## src/rtl/assert_macros.svh

```systemverilog
// Assertion macros used by the top level of the tokenizer.
`ifndef ASSERT_MACROS_SVH
`define ASSERT_MACROS_SVH

// Check that cond implies prop in the same cycle.
`define ASSERT_IMPLIES(label, clk, rst_n, cond, prop) \
  label: assert property (@(posedge clk) disable iff (!rst_n) (cond) |-> (prop)) \
    else $error("assertion failed: same-cycle implication");

// Check that cond implies prop in the following cycle.
`define ASSERT_NEXT(label, clk, rst_n, cond, prop) \
  label: assert property (@(posedge clk) disable iff (!rst_n) (cond) |=> (prop)) \
    else $error("assertion failed: next-cycle implication");

`endif

```

## src/rtl/tcl_pkg.sv

```systemverilog
// Types and constants of the three-column line tokenizer.
`default_nettype none

package tcl_pkg;

  localparam int unsigned OffsetBitsDef = 16;

  localparam logic [7:0] ChNul       = 8'h00;
  localparam logic [7:0] ChTab       = 8'h09;
  localparam logic [7:0] ChNewline   = 8'h0A;
  localparam logic [7:0] ChSpace     = 8'h20;
  localparam logic [7:0] ChHash      = 8'h23;
  localparam logic [7:0] ChQuote     = 8'h27;
  localparam logic [7:0] ChComma     = 8'h2C;
  localparam logic [7:0] ChDot       = 8'h2E;
  localparam logic [7:0] ChSemicolon = 8'h3B;
  localparam logic [7:0] ChBackslash = 8'h5C;

  localparam logic [2:0] ColsMax = 3'd4;

  typedef enum logic [2:0] {
    MODE_BETWEEN = 3'd0,
    MODE_TOKEN   = 3'd1,
    MODE_LITERAL = 3'd2,
    MODE_ESCAPE  = 3'd3,
    MODE_IGNORE  = 3'd4
  } mode_e;

  typedef struct packed {
    mode_e      mode;
    logic [2:0] cols;
    logic       after_nl;
  } scan_state_t;

  typedef struct packed {
    logic [1:0] start;
    logic [2:0] count;
    logic       done;
    logic       valid;
    logic       tdone;
    logic       restart;
  } step_res_t;

  localparam scan_state_t ScanStateRst = '{mode: MODE_BETWEEN, cols: 3'd0, after_nl: 1'b0};

endpackage

`default_nettype wire

```

## src/rtl/tcl_step.sv

```systemverilog
// Per-byte scanner transition and result decode.
`default_nettype none

module tcl_step (
  input  logic [7:0]          byte_i,
  input  tcl_pkg::scan_state_t cur_i,
  output tcl_pkg::scan_state_t nxt_o,
  output tcl_pkg::step_res_t   res_o
);

  logic       is_nul;
  logic       is_eol;
  logic       is_gap;
  logic       is_comment;
  logic [2:0] cols_inc;
  logic       cols_ok;

  assign is_nul     = (byte_i == tcl_pkg::ChNul);
  assign is_eol     = (byte_i == tcl_pkg::ChComma) || (byte_i == tcl_pkg::ChNewline);
  assign is_gap     = (byte_i == tcl_pkg::ChTab) || (byte_i == tcl_pkg::ChDot) ||
                      (byte_i == tcl_pkg::ChSpace);
  assign is_comment = (byte_i == tcl_pkg::ChHash) || (byte_i == tcl_pkg::ChSemicolon);
  assign cols_inc   = (cur_i.cols < tcl_pkg::ColsMax) ? cur_i.cols + 3'd1 : cur_i.cols;
  assign cols_ok    = (cur_i.cols == 3'd0) || (cur_i.cols == 3'd3);

  // Next state
  always_comb begin
    nxt_o          = cur_i;
    nxt_o.after_nl = 1'b0;
    if (is_nul) begin
      nxt_o = tcl_pkg::ScanStateRst;
    end else begin
      unique case (cur_i.mode) inside
        tcl_pkg::MODE_IGNORE: begin
        end
        tcl_pkg::MODE_LITERAL: begin
          if (byte_i == tcl_pkg::ChBackslash) begin
            nxt_o.mode = tcl_pkg::MODE_ESCAPE;
          end else if (byte_i == tcl_pkg::ChQuote) begin
            nxt_o.mode = tcl_pkg::MODE_TOKEN;
          end
        end
        tcl_pkg::MODE_ESCAPE: begin
          nxt_o.mode = tcl_pkg::MODE_LITERAL;
        end
        tcl_pkg::MODE_BETWEEN, tcl_pkg::MODE_TOKEN: begin
          if (is_eol) begin
            nxt_o.mode     = tcl_pkg::MODE_BETWEEN;
            nxt_o.cols     = 3'd0;
            nxt_o.after_nl = (byte_i == tcl_pkg::ChNewline);
          end else if (is_gap) begin
            nxt_o.mode = tcl_pkg::MODE_BETWEEN;
          end else if (cur_i.mode == tcl_pkg::MODE_BETWEEN) begin
            if (is_comment) begin
              nxt_o.mode = tcl_pkg::MODE_IGNORE;
              nxt_o.cols = 3'd0;
            end else begin
              nxt_o.cols = cols_inc;
              nxt_o.mode = (byte_i == tcl_pkg::ChQuote) ? tcl_pkg::MODE_LITERAL
                                                        : tcl_pkg::MODE_TOKEN;
            end
          end
        end
        default: begin
          nxt_o = tcl_pkg::ScanStateRst;
        end
      endcase
    end
  end

  // Result fields
  always_comb begin
    res_o       = '0;
    res_o.count = cur_i.cols;
    if (is_nul) begin
      res_o.restart = 1'b1;
      if (cur_i.mode != tcl_pkg::MODE_IGNORE) begin
        res_o.done  = !cur_i.after_nl;
        res_o.valid = !cur_i.after_nl && cols_ok;
        res_o.tdone = 1'b1;
      end
    end else if ((cur_i.mode == tcl_pkg::MODE_BETWEEN) ||
                 (cur_i.mode == tcl_pkg::MODE_TOKEN)) begin
      if (is_eol) begin
        res_o.done  = 1'b1;
        res_o.valid = cols_ok;
      end else if (is_gap) begin
        res_o.done = 1'b0;
      end else if (cur_i.mode == tcl_pkg::MODE_BETWEEN) begin
        if (is_comment) begin
          res_o.done  = 1'b1;
          res_o.valid = cols_ok;
          res_o.tdone = 1'b1;
        end else begin
          // open a new column; columns past the third get no start mark
          res_o.count = cols_inc;
          res_o.start = (cols_inc <= 3'd3) ? cols_inc[1:0] : 2'd0;
        end
      end
    end
  end

endmodule

`default_nettype wire

```

## src/rtl/three_column_line_tokenizer.sv

```systemverilog
// Top level of the three-column line tokenizer.
//
//   channel | direction | handshake               | payload
//   --------+-----------+-------------------------+----------------------------------------
//   in      | to block  | in_valid_i/in_stall_o   | text_byte_i
//   out     | from block| out_valid_o/out_stall_i | byte_offset_o, column_start_o,
//           |           |                         | column_count_o, line_done_o,
//           |           |                         | line_valid_o, text_done_o
//
// One byte per cycle sustained while the output does not stall; an accepted request passes
// the input register, then the result register, which holds its result until it is taken.
// Reset clears the scanner state, position and both valid flags.
// A stall on the output holds the result register; the input register then holds too and
// in_stall_o rises only once it is occupied.
`default_nettype none

module three_column_line_tokenizer #(
  parameter int unsigned OFFSET_BITS = tcl_pkg::OffsetBitsDef
) (
  input  logic        clk_i,
  input  logic        rst_ni,
  input  logic        in_valid_i,
  output logic        in_stall_o,
  input  logic [7:0]  text_byte_i,
  output logic        out_valid_o,
  input  logic        out_stall_i,
  output logic [15:0] byte_offset_o,
  output logic [1:0]  column_start_o,
  output logic [2:0]  column_count_o,
  output logic        line_done_o,
  output logic        line_valid_o,
  output logic        text_done_o
);

  `include "assert_macros.svh"

  logic                   in_valid_q;
  logic [7:0]             in_byte_q;
  tcl_pkg::scan_state_t   state_q;
  tcl_pkg::scan_state_t   state_d;
  logic [OFFSET_BITS-1:0] pos_q;
  logic [OFFSET_BITS-1:0] pos_d;
  tcl_pkg::step_res_t     step_res;
  logic                   res_load;
  logic                   proc;
  logic                   out_valid_q;
  logic [15:0]            offset_q;
  tcl_pkg::step_res_t     res_q;

  assign res_load   = !out_valid_q || !out_stall_i;
  assign proc       = in_valid_q && res_load;
  assign in_stall_o = in_valid_q && !res_load;

  tcl_step u_step (
    .byte_i (in_byte_q),
    .cur_i  (state_q),
    .nxt_o  (state_d),
    .res_o  (step_res)
  );

  assign pos_d = step_res.restart ? '0 : pos_q + OFFSET_BITS'(1);

  // input register
  always_ff @(posedge clk_i or negedge rst_ni) begin
    if (!rst_ni) begin
      in_valid_q <= 1'b0;
    end else if (!in_stall_o) begin
      in_valid_q <= in_valid_i;
    end
  end

  always_ff @(posedge clk_i) begin
    if (in_valid_i && !in_stall_o) begin
      in_byte_q <= text_byte_i;
    end
  end

  // scanner state: advance once per processed byte
  always_ff @(posedge clk_i or negedge rst_ni) begin
    if (!rst_ni) begin
      state_q <= tcl_pkg::ScanStateRst;
      pos_q   <= '0;
    end else if (proc) begin
      state_q <= state_d;
      pos_q   <= pos_d;
    end
  end

  // result register
  always_ff @(posedge clk_i or negedge rst_ni) begin
    if (!rst_ni) begin
      out_valid_q <= 1'b0;
    end else if (res_load) begin
      out_valid_q <= in_valid_q;
    end
  end

  always_ff @(posedge clk_i) begin
    if (proc) begin
      offset_q <= 16'(pos_q);
      res_q    <= step_res;
    end
  end

  assign out_valid_o    = out_valid_q;
  assign byte_offset_o  = offset_q;
  assign column_start_o = res_q.start;
  assign column_count_o = res_q.count;
  assign line_done_o    = res_q.done;
  assign line_valid_o   = res_q.valid;
  assign text_done_o    = res_q.tdone;

  `ASSERT_IMPLIES(a_valid_needs_done, clk_i, rst_ni, out_valid_o && line_valid_o, line_done_o)
  `ASSERT_IMPLIES(a_start_matches_count, clk_i, rst_ni,
                  out_valid_o && (column_start_o != 2'd0),
                  column_count_o == {1'b0, column_start_o})
  `ASSERT_IMPLIES(a_cols_saturate, clk_i, rst_ni, 1'b1, state_q.cols <= tcl_pkg::ColsMax)
  `ASSERT_NEXT(a_restart_clears_pos, clk_i, rst_ni, proc && step_res.restart,
               (pos_q == '0) && (state_q == tcl_pkg::ScanStateRst))

endmodule

`default_nettype wire

```

## config.mk

```make
export PLATFORM = sky130hd
export DESIGN_NAME = three_column_line_tokenizer
export DESIGN_NICKNAME = d
export VERILOG_FILES = /design/src/rtl/tcl_pkg.sv /design/src/rtl/tcl_step.sv /design/src/rtl/three_column_line_tokenizer.sv
export VERILOG_INCLUDE_DIRS = /design/src /design/src/rtl
export SDC_FILE = /design/constraint.sdc
export NUM_CORES = 1
export LEC_CHECK = 0
export ABC_AREA = 1
export BUFFER_PORTS_ARGS = -buffer_cell sky130_fd_sc_hd__buf_2
export CAP_MARGIN = 20
export CORE_UTILIZATION = 57
export DETAILED_ROUTE_END_ITERATION = 7
export PLACE_DENSITY = 0.91
export SETUP_SLACK_MARGIN = 0.3
export SYNTH_ARGS = -nofsm -noshare
export SYNTH_HDL_FRONTEND = slang
export SYNTH_SLANG_ARGS = --single-unit
```

## constraint.sdc

```tcl
create_clock -name clk_i -period 2.11 [get_ports clk_i]
set_clock_uncertainty 0.2 [all_clocks]
set_input_delay 0.1055 -clock clk_i [delete_from_list [all_inputs] [get_ports clk_i]]
set_output_delay 0.1055 -clock clk_i [all_outputs]
set_load 0.02 [all_outputs]
```

==> impl_results.rst, run 1 <==
.. list-table::
   :header-rows: 1

   * - Metric
     - Value
   * - Overall die area
     - 5140 um2
   * - Unrepaired setup endpoints after global routing
     - true
   * - H-Tree Depth
     - 3
   * - Clk buf depth
     - 2
   * - Vias per Instance
     - 5.56
   * - Relative slew slack
     - 0.619
   * - Num Clock Sinks
     - between 50 and 60
   * - Metal1 wirelength
     - 2690 um
   * - Leading area contributor after synthesis
     - sky130_fd_sc_hd__edfxtp_1
   * - Number of top-level design ports
     - 38
   * - Number of nets with antenna violations after routing
     - 0
   * - Growth of design area from synthesis to finish
     - 29.9%
   * - Max IR drop VDD
     - 0.931 mV
   * - Antenna violations before repair
     - 0
   * - Most used standard cell by instance count after synthesis
     - sky130_fd_sc_hd__nand2_1
   * - Setup TNS
     - 0 ns
   * - Skew-Pair Late Insertion Delay
     - 0.33 ns
   * - Placement Rows
     - 24
   * - Root buffer selected by CTS
     - sky130_fd_sc_hd__clkbuf_8
   * - Synthesized area per cell
     - 8.87 um2
   * - Kind of cell adding the most delay to the critical path
     - simple AND/OR/NAND/NOR gates
   * - Final number of hold-violating endpoints
     - 0
   * - Diodes inserted
     - 0
   * - Fraction of layout instances using a drive strength above 1
     - 0.262
   * - Number of vias in the routed layout
     - 2456
   * - PnR Total Power
     - 4.09 mW
   * - Maximum cell stage delay along the critical path
     - 0.45 ns
   * - Share of synthesized cell area in full adder, half adder and majority cells
     - 0.0136
   * - DPL Wire Length
     - 3670 um
   * - Synth Area in Simple Gates
     - 0.277
   * - Metal2 WL
     - approximately 3100 um
   * - Total buffers and inverters traversed by the critical path
     - 1
   * - RD Place Congestion
     - 0.885
   * - P per Cell Area
     - 1140 nW/um2
   * - Top-area cell type share of the netlist area
     - 0.347
   * - DR iter-0 viols
     - about 260
   * - Drt drc
     - 0
   * - Cell with the biggest individual delay on the critical path
     - sky130_fd_sc_hd__edfxtp_1
   * - Top layer used by detailed routing
     - met4
   * - Post-synthesis compound-gate area fraction
     - 0.0660
   * - Die Wd
     - 71.7 um
   * - Number of distinct library cells after synthesis
     - 28
   * - Multiplexer share of the synthesized area
     - 0
   * - Wire length after detailed routing
     - between 6000 and 7000 um
   * - Run status
     - finished, final reports clean
   * - Req. time, crit path
     - 2.17 ns
   * - TritonCTS clock tree
     - done
   * - Crit. End Element
     - flop
   * - Maximum net fanout on the critical path
     - 5
   * - Hold WC Path Type
     - in -> async
   * - Final worst setup slack
     - 0.112 ns
   * - Final count of pins violating max slew
     - 0
   * - Number of register bits inferred by synthesis
     - 57
   * - Maximum capacitance violations
     - 0
   * - Most common library cells after synthesis
     - sky130_fd_sc_hd__nand2_1, sky130_fd_sc_hd__nor2_1, sky130_fd_sc_hd__inv_1
   * - Average detailed-routed wire length per instance
     - 14.4 um
   * - Class of the most critical setup path
     - reg -> reg
   * - Shortest clock period the worst path allows after layout
     - 2.00 ns
   * - Post-synthesis share of cell area spent on xor and xnor gates
     - 0.00949
   * - Sequence of cells on the critical path
     - inv_1, nand2_1, nor2_2, nand2_1, nand3b_1, nand2_1, nand2_2, nand2_4, nor2_4, nand2_1, nand2_1
   * - Async SR Flop Fraction
     - 0.439
   * - Detailed route wirelength on metal3
     - 384 um
   * - Place WS
     - 0.203 ns
   * - Synth Flop Type
     - sky130_fd_sc_hd__edfxtp_1
   * - Maximum frequency from static timing analysis
     - 500 MHz
   * - Most used cell along the critical path
     - sky130_fd_sc_hd__nand2_1
   * - Nets@finish
     - 400
   * - Worst-Margin Slew
     - 0.571 ns
   * - Overflow after GRT
     - 0
   * - Main combinational cell family by area after synthesis
     - simple AND/OR/NAND/NOR gates
   * - Core region area
     - 4500 um2
   * - Synth Cell Area
     - approximately 2800 um2
   * - Total clock buffers created by CTS
     - 9
   * - Vias in the first global route
     - 2120
   * - TritonRoute pass-1 iters
     - 5
   * - Count of port buffers added during placement
     - 37
   * - Total instance count after detailed placement
     - 402
   * - Clk slew on worst S/H paths
     - 0.07 ns
   * - Sequential area share after synthesis
     - 0.573
   * - Final worst-path cycle share
     - 0.947
   * - Setup violations, final
     - 0
   * - Global-route wire length before repair
     - 8980 um
   * - Static leakage
     - 1.75 nW
   * - Vertical die dimension
     - 71.7 um
   * - Critical path data arrival time
     - 2.06 ns
   * - Cells after Synth
     - 312
   * - Initial Utilization
     - 0.614
   * - Tot GR Track Use
     - 0.232
   * - Total nets after synthesis
     - 327
   * - Synth area leaders
     - sky130_fd_sc_hd__edfxtp_1, sky130_fd_sc_hd__dfrtp_1, sky130_fd_sc_hd__nand2_1
   * - Nature of the critical path startpoint
     - flop
   * - Number of enable flip-flop cells after synthesis
     - 32
   * - Yosys warning total
     - 0
   * - Largest net degree at the start of global routing
     - 26
   * - Non-filler instance count after layout
     - 442
## cells in the final DEF (no fill, tap or decap), drive strengths merged, types with 2 or more instances in the layout
cell / n
buf: 52
nand4: 8
o21ai: 21
nand3: 13
dlygate4sd3: 11
a21oi: 10
nand3b: 4
ha: 3
nand2: 87
xor2: 3
o31ai: 2
nor2: 48
inv: 43
clkbuf: 11
bufinv: 3
edfxtp: 32
dfrtp: 25
nor3: 8
## layer usage
layer / global-route usage / vias to the layer above
li1: - / 1168
met5: 0 / -
met3: 0.0520 / 21
met2: 0.377 / 133
met1: 0.294 / 1134
met4: 0.120 / 0
## registers in the layout (all words and copies together), names as in the netlist
signal          cells
byte_offset_o      16
column_count_o      3
column_start_o      2
in_byte_q           8
in_valid_q          1
line_done_o         1
line_valid_o        1
out_valid_o         1
pos_q              16
state_q             7
text_done_o         1
## repair_timing
item / CTS / global route
hold buffers: 11 / 0
cloned: 0 / 0
resized for setup: 5 / 24
endpoints found under the setup margin: 11 / 17
pin swaps: 2 / 9
setup buffers: 4 / 9
hold endpoints to repair: 35 / 0
## where the power goes
part	switching, mW	internal, mW
clock	0.421	0.845
sequential	0.220	1.49
combinational	0.728	0.384
total	1.37	2.72
## cells by family (layout without fill, tap and decap cells)
| logic type | after synthesis | after routing |
|---|---|---|
| adder cells (fa/ha/maj) | 3 | 3 |
| flip-flops | 57 | 57 |
| AO/OA/AOI/OAI | 34 | 34 |
| buffers and inverters | 44 | 122 |
| AND/OR/NAND/NOR | 171 | 171 |
| XOR/XNOR | 3 | 3 |
## layout make-up
class,instances,area (um2)
tap,52,65.1
timing repair buffer,63,415
sequential,57,1590
clock inverter,5,101
clock buffer,11,151
fill,253,910
inverter,43,164
multi-input combinational,211,1110
## through the flow
stage / hold slack [ns] / instance area (um2) / util
2_1_floorplan: -0.390 / 2770 / -
3_3_place_gp: -0.0740 / 3030 / 0.672
3_5_place_dp: -0.0558 / 3030 / 0.672
4_1_cts: 0.116 / 3440 / 0.764
5_1_grt: 0.153 / 3590 / 0.798
6_report: 0.0986 / 3590 / 0.798
## worst reg2reg max path: cells and delay by family, from the launching register on
family                 cells  cell delay (ns)
buffers and inverters      1             0.10
DFF                        1             0.45
and+or+nand+nor           10             1.19
## final timing paths
path / start / endpoint / slack [ns] / cells past startpoint
min: rst_ni / pos_q[9] / 0.1 / 2
min reg2reg: state_q[0] / state_q[0] / 0.28 / 2
max in group asynchronous: rst_ni / state_q[4] / 1.22 / 2
max: in_byte_q[4] / state_q[4] / 0.11 / 11
min in group clk_i: state_q[0] / state_q[0] / 0.28 / 2
max reg2reg: in_byte_q[4] / state_q[4] / 0.11 / 11
Note: power is estimated with default switching activity, not from simulation.
==> run 2, diff against run 1 <==
--- a/config.mk
+++ b/config.mk
@@ -6,12 +6,11 @@
 export SDC_FILE = /design/constraint.sdc
 export NUM_CORES = 1
 export LEC_CHECK = 0
-export ABC_AREA = 1
 export BUFFER_PORTS_ARGS = -buffer_cell sky130_fd_sc_hd__buf_2
 export CAP_MARGIN = 20
-export CORE_UTILIZATION = 57
+export CORE_UTILIZATION = 56
 export DETAILED_ROUTE_END_ITERATION = 7
-export PLACE_DENSITY = 0.91
+export PLACE_DENSITY = 0.9
 export SETUP_SLACK_MARGIN = 0.3
 export SYNTH_ARGS = -nofsm -noshare
 export SYNTH_HDL_FRONTEND = slang
==> run 2 against run 1 <==
Compared with the run above:
- the run now ends with negative setup slack left
- via count down 0.53%
- setup slack worse by 0.32 ns
- routed wire length up 36%
- critical path depth down 2
- synthesized cell count down 27%
- largest power group unchanged
- first-iteration DRC count up 39%
- design area up 11%
- flip-flop and latch count unchanged
- fmax down 14%
- clock power down 9%
- non-clock buffer count up 29
- total power down 14%
==> impl_results.rst, run 2 <==
.. list-table::
   :header-rows: 1

   * - Metric
     - Value
   * - Tot GR Track Use
     - 0.262 (was 0.232)
   * - Static leakage
     - 1.62 nW (was 1.75 nW)
   * - Synth Cell Area
     - 2650 um2 (was 2770 um2)
   * - Crit. End Element
     - flop (unchanged)
   * - Largest net degree at the start of global routing
     - 26 (unchanged)
   * - Final count of pins violating max slew
     - 0 (unchanged)
   * - Unrepaired setup endpoints after global routing
     - true (unchanged)
   * - Hold WC Path Type
     - in -> async (unchanged)
   * - Net Sw Frac
     - 0.332 (was 0.335)
   * - P per Cell Area
     - 886 nW/um2 (was 1140 nW/um2)
   * - Final worst setup slack
     - -0.207 ns (was 0.112 ns)
   * - Initial Utilization
     - 0.597 (was 0.614)
   * - Setup violations, final
     - 10 (was 0)
   * - Sequential area share after synthesis
     - 0.598 (was 0.573)
   * - Nets@finish
     - 337 (was 400)
   * - Beginning of the worst register-to-register path
     - in_byte_q[6] (was in_byte_q[4])
   * - Total instance count after detailed placement
     - 325 (was 402)
   * - Synthesized area per cell
     - 11.6 um2 (was 8.87 um2)
   * - Most used standard cell by instance count after synthesis
     - sky130_fd_sc_hd__edfxtp_1 (was sky130_fd_sc_hd__nand2_1)
   * - TritonRoute pass-1 iters
     - 7 (was 5)
   * - Fill count
     - 178 (was 253)
   * - Number of distinct library cells after synthesis
     - 46 (was 28)
   * - Growth of design area from synthesis to finish
     - 50.1% (was 29.9%)
   * - Most common library cells after synthesis
     - sky130_fd_sc_hd__edfxtp_1, sky130_fd_sc_hd__dfrtp_1, sky130_fd_sc_hd__nor2_1 (was sky130_fd_sc_hd__nand2_1, sky130_fd_sc_hd__nor2_1, sky130_fd_sc_hd__inv_1)
   * - Root buffer selected by CTS
     - sky130_fd_sc_hd__clkbuf_8 (unchanged)
   * - Run status
     - finished, violations left (was finished, final reports clean)
   * - Vias in the first global route
     - 2056 (was 2120)
   * - Overall die area
     - 5020 um2 (was 5140 um2)
   * - Skew-Pair Late Insertion Delay
     - 0.36 ns (was 0.33 ns)
   * - NetSw
     - 1.17 mW (was 1.37 mW)
   * - Top-area cell type share of the netlist area
     - 0.362 (was 0.347)
   * - Number of vias in the routed layout
     - 2443 (was 2456)
   * - Violations in the final reports
     - negative setup slack
   * - Clk slew on worst S/H paths
     - 0.08 ns (was 0.07 ns)
   * - Total clock buffers created by CTS
     - 9 (unchanged)
   * - Average detailed-routed wire length per instance
     - 22.7 um (was 14.4 um)
   * - Number of register bits inferred by synthesis
     - 57 (unchanged)
   * - Most frequent standard cell in the layout excluding fill and tap cells
     - sky130_fd_sc_hd__buf_2 (was sky130_fd_sc_hd__nand2_1)
   * - Final number of hold-violating endpoints
     - 0 (unchanged)
   * - RD Place Congestion
     - 0.884 (was 0.885)
   * - Critical path launch point
     - in_byte_q[6] (was in_byte_q[4])
   * - Diodes inserted
     - 0 (unchanged)
   * - Clk buf depth
     - 2 (unchanged)
   * - Relative slew slack
     - 0.589 (was 0.619)
   * - Vias per Instance
     - 6.45 (was 5.56)
   * - Int Power
     - 2.36 mW (was 2.72 mW)
   * - Overflow after GRT
     - 0 (unchanged)
   * - Non-filler instance count after layout
     - 379 (was 442)
   * - TritonCTS clock tree
     - done (unchanged)
   * - Vertical die dimension
     - 70.8 um (was 71.7 um)
   * - Total nets after synthesis
     - 243 (was 327)
   * - Maximum frequency from static timing analysis
     - 432 MHz (was 500 MHz)
   * - Synth area leaders
     - sky130_fd_sc_hd__edfxtp_1, sky130_fd_sc_hd__dfrtp_1, sky130_fd_sc_hd__nor2_1 (was sky130_fd_sc_hd__edfxtp_1, sky130_fd_sc_hd__dfrtp_1, sky130_fd_sc_hd__nand2_1)
   * - DR iter-0 viols
     - 362 (was 261)
   * - Req. time, crit path
     - 2.12 ns (was 2.17 ns)
   * - Global-route wire length before repair
     - 9670 um (was 8980 um)
   * - Count of port buffers added during placement
     - 37 (unchanged)
   * - Core region area
     - 4440 um2 (was 4500 um2)
   * - Fraction of layout instances using a drive strength above 1
     - 0.517 (was 0.262)
   * - Part of the total power dissipated in the clock network
     - 0.326 (was 0.310)
   * - Number of nets with antenna violations after routing
     - 0 (unchanged)
   * - Die Wd
     - 70.8 um (was 71.7 um)
   * - Class of the most critical setup path
     - reg -> reg (unchanged)
   * - Shortest clock period the worst path allows after layout
     - 2.32 ns (was 2.00 ns)
   * - H-Tree Depth
     - 3 (unchanged)
   * - Sequential share of power
     - 0.438 (was 0.418)
   * - Cells after Synth
     - 228 (was 312)
   * - Layout Utilization
     - 0.896 (was 0.798)
   * - Drt drc
     - 0 (unchanged)
   * - Leading area contributor after synthesis
     - sky130_fd_sc_hd__edfxtp_1 (unchanged)
   * - Critical path data arrival time
     - 2.33 ns (was 2.06 ns)
   * - Place WS
     - 0.0230 ns (was 0.203 ns)
   * - Final worst-path cycle share
     - 1.10 (was 0.947)
   * - Async SR Flop Fraction
     - 0.439 (unchanged)
   * - Leading cell types in the layout, fill and taps excluded
     - sky130_fd_sc_hd__buf_2, sky130_fd_sc_hd__edfxtp_1, sky130_fd_sc_hd__buf_4 (was sky130_fd_sc_hd__nand2_1, sky130_fd_sc_hd__inv_1, sky130_fd_sc_hd__nor2_1, sky130_fd_sc_hd__buf_2, sky130_fd_sc_hd__edfxtp_1)
   * - Number of enable flip-flop cells after synthesis
     - 32 (unchanged)
   * - Antenna violations before repair
     - 0 (unchanged)
   * - Num Clock Sinks
     - 57 (unchanged)
   * - Placement Rows
     - 24 (unchanged)
   * - Max IR drop VDD
     - 0.595 mV (was 0.931 mV)
   * - Combinational share of power
     - 0.236 (was 0.272)
   * - Minimum hold slack
     - 0.141 ns (was 0.0986 ns)
   * - Worst-Margin Slew
     - 0.617 ns (was 0.571 ns)
   * - Maximum capacitance violations
     - 0 (unchanged)
   * - Number of top-level design ports
     - 38 (unchanged)
   * - Slack of the worst reg-to-reg path
     - -0.21 ns (was 0.11 ns)
   * - Maximum net fanout on the critical path
     - 7 (was 5)
   * - Yosys warning total
     - 0 (unchanged)
   * - Wire length after detailed routing
     - 8620 um (was 6360 um)
   * - Nature of the critical path startpoint
     - flop (unchanged)
   * - Synth Flop Type
     - sky130_fd_sc_hd__edfxtp_1 (unchanged)
   * - DPL Wire Length
     - 3280 um (was 3670 um)
run 2: changes by cell type after synthesis, sizes merged, moves of 4 or more:
cell    previous run  this run
xor2               3         8
nor2              48        26
and3               0         5
buf                1         6
or3                0         5
nand2             87        23
xnor2              0         5
inv               43         7
nand3b             4         0
nand2b             0         7
o21ai             21        12
run 2: logic make-up (layout without fill, tap and decap cells):
kind of cell             count (synthesis)  in the layout  synth area share
adder cells (fa/ha/maj)                  3              3            0.0141
XOR/XNOR                                13             13            0.0429
AND/OR/NAND/NOR                        102            102             0.210
multiplexers                             3              3            0.0127
AO/OA/AOI/OAI                           34             34            0.0919
flip-flops                              57             57             0.598
buffers and inverters                   16            115            0.0302
run 2: cell type report:
class / count / area [um2] / area share
inverters: 7 / 28.8 / 0.00722
well taps: 52 / 65.1 / 0.0163
clock inverters: 7 / 93.8 / 0.0236
multi-input cells: 155 / 1390 / 0.349
repair buffers: 92 / 694 / 0.174
clock buffers: 9 / 124 / 0.0311
flip-flops and latches: 57 / 1590 / 0.399
run 2: repair_timing:
action                     in CTS  in global routing
setup endpoints to repair      28                 31
hold endpoints to repair       36                  0
resized for setup              41                 71
hold buffers                   12                  0
pin swaps                      18                 29
setup buffers                  15                 10
gates cloned                    1                  0
run 2: layer usage:
layer	global-route usage	routed length (um)	part of all wire
met5	0	0	0
met4	0.144	556	0.065
met3	0.101	665	0.077
met2	0.405	4250	0.49
met1	0.318	3140	0.36
run 2: final timing paths:
check                                    endpoint  cells past startpoint
worst max-delay path                   state_q[2]                      9
worst min-delay path                   state_q[6]                      2
worst max register to register         state_q[2]                      9
worst min register to register  byte_offset_o[14]                      0
max in group asynchronous                pos_q[0]                      2
min in group clk_i                   in_byte_q[2]                      2
run 2: through the flow:
stage          cell area (um2)  total power [mW]  TNS, ns
2_1_floorplan             2690              1.90        0
3_3_place_gp              3000              2.04        0
3_5_place_dp              3000              2.06        0
4_1_cts                   3610              3.24        0
5_1_grt                   3980              3.63    -1.38
6_report                  3980              3.53   -0.827
run 2: critical path, cell delays in order, from the launching register on:
cell,delay (ns)
sky130_fd_sc_hd__edfxtp_1,0.49
sky130_fd_sc_hd__buf_4,0.18
sky130_fd_sc_hd__buf_6,0.12
sky130_fd_sc_hd__nor4b_4,0.27
sky130_fd_sc_hd__nand4_1,0.14
sky130_fd_sc_hd__buf_6,0.17
sky130_fd_sc_hd__a21oi_2,0.14
sky130_fd_sc_hd__a211oi_2,0.09
sky130_fd_sc_hd__nor2_1,0.23
sky130_fd_sc_hd__o21ai_1,0.15
run 2: power by group through the flow:
stage,combinational [mW],sequential [mW],clock [mW]
5_1_grt,0.871,1.55,1.21
6_report,0.833,1.54,1.15
3_5_place_dp,0.553,1.51,0
4_1_cts,0.623,1.49,1.12
2_1_floorplan,0.353,1.55,0
3_3_place_gp,0.541,1.50,0
